<file path="config.mk">
export PLATFORM = sky130hd
export DESIGN_NAME = stable_priority_queue
export DESIGN_NICKNAME = d
export VERILOG_FILES = /design/src/sv/spq_pkg.sv /design/src/sv/stable_priority_queue.sv /design/src/sv/spq_cell.sv /design/src/sv/spq_out_buf.sv
export VERILOG_INCLUDE_DIRS = /design/src /design/src/sv
export SDC_FILE = /design/constraint.sdc
export NUM_CORES = 1
export LEC_CHECK = 0
export BUFFER_PORTS_ARGS = -buffer_cell sky130_fd_sc_hd__buf_2
export CAP_MARGIN = 20
export CORE_ASPECT_RATIO = 0.6
export CORE_MARGIN = 1
export CORE_UTILIZATION = 25
export CTS_CLUSTER_DIAMETER = 80
export DETAILED_ROUTE_END_ITERATION = 6
export GPL_ROUTABILITY_DRIVEN = 0
export SKIP_CTS_REPAIR_TIMING = 1
export SYNTH_ARGS = -nofsm -noshare
export SYNTH_HDL_FRONTEND = slang
export SYNTH_SLANG_ARGS = --single-unit
</file>
<file path="constraint.sdc">
create_clock -name clk -period 3 [get_ports clk]
set_input_delay 0.15 -clock clk [delete_from_list [all_inputs] [get_ports clk]]
set_output_delay 0.15 -clock clk [all_outputs]
set_load 0.05 [all_outputs]
</file>
<file path="src/sv/stable_priority_queue_macros.svh">
// ----------------------------------------------------------------------------
// stable_priority_queue assertion macros
// Shared assertion forms for the priority queue RTL.
// ----------------------------------------------------------------------------
`ifndef STABLE_PRIORITY_QUEUE_MACROS_SVH
`define STABLE_PRIORITY_QUEUE_MACROS_SVH

// same-cycle implication, sampled on clk, idle during reset
`define SPQ_ASSERT_NOW(label, cond, conseq, msg) \
    label: assert property (@(posedge clk) disable iff (!rst_n) (cond) |-> (conseq)) \
        else $error(msg);

// next-cycle implication, sampled on clk, idle during reset
`define SPQ_ASSERT_NEXT(label, cond, conseq, msg) \
    label: assert property (@(posedge clk) disable iff (!rst_n) (cond) |=> (conseq)) \
        else $error(msg);

`endif

</file>
<file path="src/sv/spq_pkg.sv">
// ----------------------------------------------------------------------------
// spq_pkg
// Types and constants shared by the priority queue cells and top level.
// ----------------------------------------------------------------------------
package spq_pkg;

    localparam int DEPTH   = 16;
    localparam int COUNT_W = $clog2(DEPTH + 1);
    localparam int DATA_W  = 8;
    localparam int PRIO_W  = 8;
    localparam int OCC_W   = 5;

    localparam logic CMD_ENQUEUE = 1'b0;
    localparam logic CMD_DEQUEUE = 1'b1;

    typedef struct packed {
        logic [DATA_W-1:0] data;
        logic [PRIO_W-1:0] prio;
    } entry_t;

    typedef struct packed {
        logic   enq;
        logic   deq;
        entry_t new_entry;
    } ctrl_t;

    typedef struct packed {
        logic [DATA_W-1:0] out_data;
        logic              empty_flag;
        logic              full_drop;
        logic [OCC_W-1:0]  occupancy;
    } result_t;

endpackage

</file>
<file path="src/sv/stable_priority_queue.sv">
// Each result is registered at the output, first in the skid register on a stall.
// One item per cycle while the skid is empty; moving cells shift or load together.
// The output register plus skid stage keeps input open while one result waits.
// Reset clears the entry count and output valids; cell contents are not cleared.
// No clearing pass: the block takes items from the first cycle after reset.
// ----------------------------------------------------------------------------
// stable_priority_queue
// Sorted priority queue with FIFO order among equal priorities, built as a
// row of shifting cells.
// ----------------------------------------------------------------------------
`include "stable_priority_queue_macros.svh"

module stable_priority_queue
    import spq_pkg::*;
(
    input  logic        clk,
    input  logic        rst_n,
    input  logic        s_axis_tvalid,
    output logic        s_axis_tready,
    input  logic [15:0] s_axis_tdata,  // entry_data[7:0], entry_priority[15:8]
    input  logic [0:0]  s_axis_tuser,  // command[0]
    output logic        m_axis_tvalid,
    input  logic        m_axis_tready,
    output logic [15:0] m_axis_tdata,  // out_data[7:0], occupancy[12:8], zero[15:13]
    output logic [1:0]  m_axis_tuser   // empty_flag[0], full_drop[1]
);

    logic [COUNT_W-1:0] count_reg;
    logic [COUNT_W-1:0] count_next;
    logic               accept;
    logic               is_deq;
    logic               is_empty;
    logic               is_full;
    ctrl_t              ctrl;
    result_t            result;
    result_t            m_result;
    entry_t             slot [DEPTH];
    logic [DEPTH-1:0]   place;
    logic [DEPTH-1:0]   slot_valid;

    assign accept   = s_axis_tvalid && s_axis_tready;
    assign is_deq   = (s_axis_tuser[0] == CMD_DEQUEUE);
    assign is_empty = (count_reg == '0);
    assign is_full  = (count_reg == COUNT_W'(DEPTH));

    assign ctrl.enq            = accept && !is_deq && !is_full;
    assign ctrl.deq            = accept && is_deq && !is_empty;
    assign ctrl.new_entry.data = s_axis_tdata[7:0];
    assign ctrl.new_entry.prio = s_axis_tdata[15:8];

    always_comb
    begin
        count_next = count_reg;
        priority if (ctrl.enq)
        begin
            count_next = count_reg + COUNT_W'(1);
        end
        else if (ctrl.deq)
        begin
            count_next = count_reg - COUNT_W'(1);
        end
        else
        begin
            count_next = count_reg;
        end
    end

    always_comb
    begin
        result.out_data   = ctrl.deq ? slot[0].data : '0;
        result.empty_flag = is_deq && is_empty;
        result.full_drop  = !is_deq && is_full;
        result.occupancy  = OCC_W'(count_next);
    end

    always_ff @(posedge clk or negedge rst_n)
    begin
        if (!rst_n)
        begin
            count_reg <= '0;
        end
        else
        begin
            count_reg <= count_next;
        end
    end

    for (genvar i = 0; i < DEPTH; i++)
    begin : g_cell
        entry_t left_entry;
        entry_t right_entry;
        logic   left_place;

        assign slot_valid[i] = (count_reg > COUNT_W'(i));

        if (i == 0)
        begin : g_first
            assign left_entry = ctrl.new_entry;
            assign left_place = 1'b0;
        end
        else
        begin : g_mid
            assign left_entry = slot[i-1];
            assign left_place = place[i-1];
        end

        if (i == DEPTH - 1)
        begin : g_last
            assign right_entry = slot[i];
        end
        else
        begin : g_inner
            assign right_entry = slot[i+1];
        end

        spq_cell u_cell (
            .clk         (clk),
            .ctrl        (ctrl),
            .slot_valid  (slot_valid[i]),
            .left_place  (left_place),
            .left_entry  (left_entry),
            .right_entry (right_entry),
            .place       (place[i]),
            .entry       (slot[i])
        );
    end

    spq_out_buf u_out_buf (
        .clk        (clk),
        .rst_n      (rst_n),
        .in_valid   (accept),
        .in_result  (result),
        .in_ready   (s_axis_tready),
        .out_valid  (m_axis_tvalid),
        .out_ready  (m_axis_tready),
        .out_result (m_result)
    );

    assign m_axis_tdata = {3'b000, m_result.occupancy, m_result.out_data};
    assign m_axis_tuser = {m_result.full_drop, m_result.empty_flag};

    `SPQ_ASSERT_NOW(a_count_range, 1'b1, count_reg <= COUNT_W'(DEPTH), "entry count exceeds depth")
    `SPQ_ASSERT_NEXT(a_empty_hold, accept && is_deq && is_empty, $stable(count_reg), "empty dequeue changed count")
    `SPQ_ASSERT_NEXT(a_full_hold, accept && !is_deq && is_full, $stable(count_reg), "dropped enqueue changed count")
    `SPQ_ASSERT_NOW(a_stall_has_out, !s_axis_tready, m_axis_tvalid, "input stalled with no result pending")
    `SPQ_ASSERT_NOW(a_head_sorted, count_reg >= COUNT_W'(2), slot[0].prio <= slot[1].prio, "head entries out of order")

endmodule

</file>
<file path="src/sv/spq_cell.sv">
// ----------------------------------------------------------------------------
// spq_cell
// One slot of the sorted chain: holds an entry and shifts with its neighbors.
// ----------------------------------------------------------------------------
module spq_cell
    import spq_pkg::*;
(
    input  logic   clk,
    input  ctrl_t  ctrl,
    input  logic   slot_valid,
    input  logic   left_place,
    input  entry_t left_entry,
    input  entry_t right_entry,
    output logic   place,
    output entry_t entry
);

    entry_t entry_reg;
    entry_t entry_next;

    // empty slots and strictly greater priorities mark the insertion region
    assign place = !slot_valid || (entry_reg.prio > ctrl.new_entry.prio);
    assign entry = entry_reg;

    always_comb
    begin
        entry_next = entry_reg;
        priority if (ctrl.deq)
        begin
            entry_next = right_entry;
        end
        else if (ctrl.enq && place && left_place)
        begin
            entry_next = left_entry;
        end
        else if (ctrl.enq && place)
        begin
            entry_next = ctrl.new_entry;
        end
        else
        begin
            entry_next = entry_reg;
        end
    end

    always_ff @(posedge clk)
    begin
        entry_reg <= entry_next;
    end

endmodule

</file>
<file path="src/sv/spq_out_buf.sv">
// ----------------------------------------------------------------------------
// spq_out_buf
// Output register with a skid stage for the result stream.
// ----------------------------------------------------------------------------
module spq_out_buf
    import spq_pkg::*;
(
    input  logic    clk,
    input  logic    rst_n,
    input  logic    in_valid,
    input  result_t in_result,
    output logic    in_ready,
    output logic    out_valid,
    input  logic    out_ready,
    output result_t out_result
);

    logic    out_valid_reg;
    logic    skid_valid_reg;
    result_t out_reg;
    result_t skid_reg;

    assign in_ready   = !skid_valid_reg;
    assign out_valid  = out_valid_reg;
    assign out_result = out_reg;

    always_ff @(posedge clk or negedge rst_n)
    begin
        if (!rst_n)
        begin
            out_valid_reg  <= 1'b0;
            skid_valid_reg <= 1'b0;
        end
        else if (!out_valid_reg || out_ready)
        begin
            if (skid_valid_reg)
            begin
                out_valid_reg  <= 1'b1;
                skid_valid_reg <= 1'b0;
            end
            else
            begin
                out_valid_reg <= in_valid;
            end
        end
        else if (in_valid)
        begin
            skid_valid_reg <= 1'b1;
        end
    end

    always_ff @(posedge clk)
    begin
        if (!out_valid_reg || out_ready)
        begin
            if (skid_valid_reg)
            begin
                out_reg <= skid_reg;
            end
            else if (in_valid)
            begin
                out_reg <= in_result;
            end
        end
        else if (in_valid)
        begin
            skid_reg <= in_result;
        end
    end

endmodule
</file>
### Word level (Yosys, flattened, before mapping)

Cells that the tools add are included.

* input port bits: 21
* register bits after elaboration: 293
* memories: 0
* latch bits: 0
* RAM bits: 0
* ROM bits: 0
* word-level logic and storage cells: 232
* output and inout port bits: 20

* magnitude comparators: 32
* reductions and logical operators: 98
* add/sub/neg operators: 2
* div/mod/pow operators: 0
* mux-type cells: 54
* shift-type cells: 0
* bitwise operators: 2
* multipliers: 0
* eq/ne operators: 1

Operators by type and width (count)
* $mux 16: 46
* $gt 8x8->1: 16
* $reduce_bool 3->1: 14
* $gt 5x4->1 const B: 8
* $logic_and 1x1->1: 38
* $mux 15: 2
* $logic_not 1->1: 21
* $gt 5x3->1 const B: 4
* $logic_or 1x1->1: 17
* $gt 5x1->1 const B: 2
* $gt 5x2->1 const B: 2
* $mux 5: 2
* $mux 8: 1
* $reduce_bool 2->1: 4
* $reduce_and 2->1: 3
* $add 5x1->5 const B: 1
* $eq 5x5->1 const B: 1
* $logic_not 5->1: 1
* $sub 5x1->5 const B: 1
* $mux 1: 3
* $not 1->1: 2

### Depth between registers and ports, before layout

* depth in word-level cells: 8
* depth in mapped cells: 12
* depth with buffers taken out: 8

### Cells and area by module

From an unflattened synthesis, not the netlist that was laid out.

* cells, all modules: 2203
* area, all modules: 22917.0 µm²

By module, submodules not included
* spq_cell at g_cell[0].u_cell ...: area an instance 1315.0 µm², cells an instance 128, instances 15, sequential area each 480.5 µm²
* spq_cell at g_cell[1].u_cell: area an instance 1271.2 µm², cells an instance 128, instances 1, sequential area each 480.5 µm²
* spq_out_buf: area an instance 1217.4 µm², cells an instance 57, instances 1, sequential area each 950.9 µm²
* stable_priority_queue: area an instance 703.2 µm², cells an instance 98, instances 1, sequential area each 125.1 µm²

### Worst setup path before layout

OpenSTA, ideal clock, no wires.

* kind: register to register
* start: register count_reg[0]
* end: register g_cell[7].u_cell.entry_reg, in the netlist g_cell[7].u_cell.entry[0] (enable)
* required time: 2.589 ns
* arrival time: 2.790 ns
* clock period less this slack: 3.201 ns
* library setup time: 0.411 ns
* stages on the path, launching flop included: 8
* buffers on the path: 3
* slack: -0.201 ns
* path through: dfrtp_1 -> buf_2 -> inv_2 -> ha_1 -> a311o_1 -> clkbuf_1 -> clkbuf_1 -> o21ai_0

* word-level cells in the longest chain between the ends: 6
* elaborated cells on any way between the ends: 15
* classes of those cells: order compare (2); eq/ne (1); reduce/logical (12)

Ends and longest elaborated chain
* start: declaration: line stable_priority_queue.sv:28 `logic [COUNT_W-1:0] count_reg;`
* start signal: assignment: line stable_priority_queue.sv:84 `count_reg <= count_next;`
* $gt 5x3->1 / $eq 5x5->1 (equally long branches): line stable_priority_queue.sv:94, stable_priority_queue.sv:44
* $logic_not 1->1 (on tied branches): line spq_cell.sv:22, stable_priority_queue.sv:46
* $logic_or 1x1->1 / $logic_and 1x1->1 (equally long branches): line spq_cell.sv:22, stable_priority_queue.sv:46
* $logic_and 1x1->1: line spq_cell.sv:32, spq_cell.sv:36
* $logic_and 1x1->1: line spq_cell.sv:32 `else if (ctrl.enq && place && left_place)`
* $reduce_bool 3->1 (no source line) *
* end signal: assignment: line spq_cell.sv:48 `entry_reg <= entry_next;`
* end: declaration: line spq_cell.sv:18 `entry_t entry_reg;`

Mark *: on every way between the ends. The rest lies on a longest branch, timed or not.
A chain may end at the register's enable or synchronous reset.

==> results.md <==
- Outcome: finished, violations left
- Failing checks: hold timing
- Row count: 74
- Mapped Avg Cell Area: 11.1 um^2
- WP data arrival: 3260 ps
- CTS tree: done
- Die area: 71300 um^2
- Hold Path End: g_cell[15].u_cell.entry[7]
- Root buf cell: clkbuf_16
- Nets: 1824
- Port bufs: 37
- Worst reg2reg path endpoint: g_cell[11].u_cell.entry[14]
- Met2 WL post-DR: between 20 and 25 mm
- Post-route minimum period: 2940 ps
- CP startpoint kind: flip-flop
- First-pass GRT wire length: 91.2 mm
- Slew Limit Fails: 0
- Initial antenna violation count: 0
- # DRC: 0
- R2r worst-path depth: 8
- Top routing layer in use: met4
- Largest net degree at the start of global routing: 58
- Switching Share: 36.3%
- Final WS setup: 62.8 ps
- Gate power share: 31.3%
- H-tree Lvls: 1
- Clock power frac: 26.5%
- Core area: ~70000 um^2
- Max FO, Critical Path: 28
- Worst IR Drop VDD: 0.000490 V
- Clk buf depth: 3
- TNS Setup: 0 ps
- WL/cell: ~24 um
- Post-synth EDFFs: 286
- Cell Area, Synth: between 15000 and 20000 um^2
- Share of flip-flops with an asynchronous set or reset: 2.39%
- Ant. Diodes: 0
- Initial DRC Count: between 2000 and 2500
- Library cells used by synthesis: 69
- Clk_skew: 14.6 ps
- Hold Slack: -0.676 ps
- WL met1: 28.2 mm
- 1st-pass router iterations: 5
- RSZ-0062 raised after global routing: no
- Critical R2R Launch: g_cell[10].u_cell.entry[7]
- Synth Flop Type: edfxtp_1
- Die Y: 207 um
- Required time worst endpoint: 3320 ps
- Max-slew headroom: 52.2%
- Horiz. Die Dim: 344 um
- Int Power: 8820 uW
- Met3 wire length: 11.2 mm
- Hold Fails Final Rpt: 2
- Vias in the first global route: 13835
- Power share of the sequential group: between 40% and 50%
- Clk pin slew, worst setup/hold paths: around 70 ps
- Dpl hpwl: 46.1 mm
- Ys Warns: 0
- Worst R2R Setup Slack: 60 ps
- Max-cap viol count: 0
- Synthesis-stage register bit count: 293
- Post-synthesis cell count: ~1600
- Pwr/cell area: 675 nW/um^2
- Post-synthesis sequential area ratio: 50.0%
- Final setup viols: 0
- Io pins: 41
- Vias: 15022
- TritonCTS buffer count: 26
- Final WL: 61.9 mm
- Largest register FFs: 256
- Synth-to-layout area growth: 17.0%
- Drt via density: 5.78
- Dpl ws: -49.4 ps
- GR Util All Layers: 16.9%
- Initial core utilization: approximately a quarter
- GRT overflow: 0
- F_max: 340 MHz
- Final worst-path cycle share: 97.9%
- Crit Path Class: flip-flop to flip-flop
- Worst-Skew Late Latency: about 580 ps
- Total power: 13900 uW
- P_sw: 5030 uW
- Final Core Density: ~30%
- Slew @ Worst Pin: 717 ps
- Hold_sp: s_axis_tdata[15]
- Layout cell share with drive strength beyond 1: ~15%
- Clk sinks: 293
- Leakage: 0.00758 uW
- Antenna Violating Nets Remaining: 0
- Hold crit path type: input port to flip-flop
- Hold Path Cell Cnt: 3
- CP endpoint kind: flip-flop
worst max path at each step:
stage	endpoint	startpoint	slack, ps
6_report	g_cell[11].u_cell.entry[14]	g_cell[10].u_cell.entry[7]	60
5_1_grt	g_cell[12].u_cell.entry[11]	count_reg[0]	10
4_1_cts	g_cell[12].u_cell.entry[10]	count_reg[0]	-60
3_5_place_dp	g_cell[12].u_cell.entry[10]	count_reg[0]	-50
3_3_place_gp	g_cell[12].u_cell.entry[10]	count_reg[0]	-50
2_1_floorplan	g_cell[7].u_cell.entry[0]	count_reg[0]	-200
placed cells by master, fill, tap and decap left out, types with 4 or more instances in the layout:
master	synthesis	final
edfxtp_1	286	286
a21oi_1	158	157
a221o_1	140	139
ha_1	134	133
buf_4	10	123
nand2_1	111	111
inv_1	99	99
o21ai_0	74	70
o221ai_1	69	69
nand3_1	57	57
buf_2	38	37
nor3_1	34	33
nor2_1	30	30
nand4_1	30	30
o211ai_1	29	29
and2_1	28	28
clkbuf_16	0	27
a22oi_1	17	17
o311ai_0	16	16
or4_1	16	16
buf_12	0	15
a21o_1	14	14
nor2b_1	13	13
dlygate4sd3_1	0	10
or2_2	9	8
clkinv_1	2	7
a211oi_1	7	7
nand2b_1	6	6
or3_1	5	5
nor3b_1	6	5
dfrtp_1	7	5
mux2_2	4	4
o21ai_1	0	4
clkbuf_1	65	4
bufinv_16	0	4
per-stage QoR:
step	hold WS, ps	cell area (um^2)	std cells
after floorplan	-146	17600	1588
after global placement	-2.39	19500	2543
after detailed placement	-3.08	19500	2543
after CTS	-611	20400	2589
after global routing	3.01	20500	2599
final	-0.676	20500	2599
logic make-up after synthesis:
family,after synthesis,synth area share (%)
other,1,0.0214
and+or+nand+nor,355,10.3
adders and majority gates,134,9.56
DFF,293,50.0
AOI/OAI and AO/OA,561,23.8
muxes,4,0.257
xor gates and xnor gates,3,0.150
buffers and inverters,235,5.95
worst max-delay path, stage by stage, from the launching register on:
cell,delay (ps)
edfxtp_1,490
ha_1,370
nand4_1,280
or3_1,440
o311a_1,220
buf_12,200
and2_0,180
buf_4,180
a221o_1,310
synth_stat cells, drive strengths merged (2+ instances only):
| master | n | area share [%] |
|---|---|---|
| nand4 | 30 | 1.1 |
| dfrtp | 7 | 1.0 |
| a21o | 14 | 0.60 |
| nor2b | 13 | 0.46 |
| and2 | 29 | 1.0 |
| o22ai | 2 | 0.071 |
| a21oi | 160 | 4.6 |
| nor2 | 31 | 0.68 |
| xnor2 | 2 | 0.10 |
| clkbuf | 66 | 1.4 |
| a211oi | 7 | 0.30 |
| o211ai | 29 | 1.2 |
| nand2b | 7 | 0.29 |
| o221ai | 70 | 3.5 |
| nand2 | 111 | 2.4 |
| o311ai | 17 | 0.85 |
| a31oi | 3 | 0.14 |
| a221o | 140 | 8.0 |
| or3 | 6 | 0.24 |
| o41ai | 3 | 0.28 |
| nor3 | 35 | 1.0 |
| nand3 | 57 | 1.6 |
| a41oi | 3 | 0.15 |
| inv | 101 | 2.2 |
| buf | 66 | 2.3 |
| o41a | 2 | 0.14 |
| o21a | 3 | 0.13 |
| or2 | 11 | 0.39 |
| mux2 | 4 | 0.26 |
| nor3b | 6 | 0.26 |
| ha | 134 | 9.6 |
| clkinv | 2 | 0.043 |
| edfxtp | 286 | 49 |
| or4 | 16 | 0.68 |
| o31ai | 3 | 0.13 |
| a221oi | 2 | 0.17 |
| o31a | 3 | 0.16 |
| a311oi | 3 | 0.19 |
| o21ai | 74 | 2.1 |
| a22oi | 17 | 0.73 |
power groups by stage:
stage	Combinational [uW]	Sequential (uW)	Clock, uW
floorplan	2530	5750	0
global placement	4020	5880	0
detailed placement	4130	5900	0
CTS	4160	5820	3690
global route	4630	5890	3850
finish	4340	5850	3670
layer usage:
layer / GRT usage (%) / vias to the layer above
met5: 0 / -
met4: 3.52 / 0
met3: 8.38 / 87
met2: 19.0 / 1075
met1: 27.1 / 7368
li1: - / 6492
layout make-up:
cell class / instances / area [um^2]
repair buffers: 185 / 1510
flip-flops and latches: 293 / 8770
inverters: 103 / 387
well taps: 912 / 1140
clock inverters: 15 / 184
clock buffers: 31 / 691
fillers: 6981 / 48200
multi-input cells: 1060 / 7840
Power figures use the tool's default switching activity.
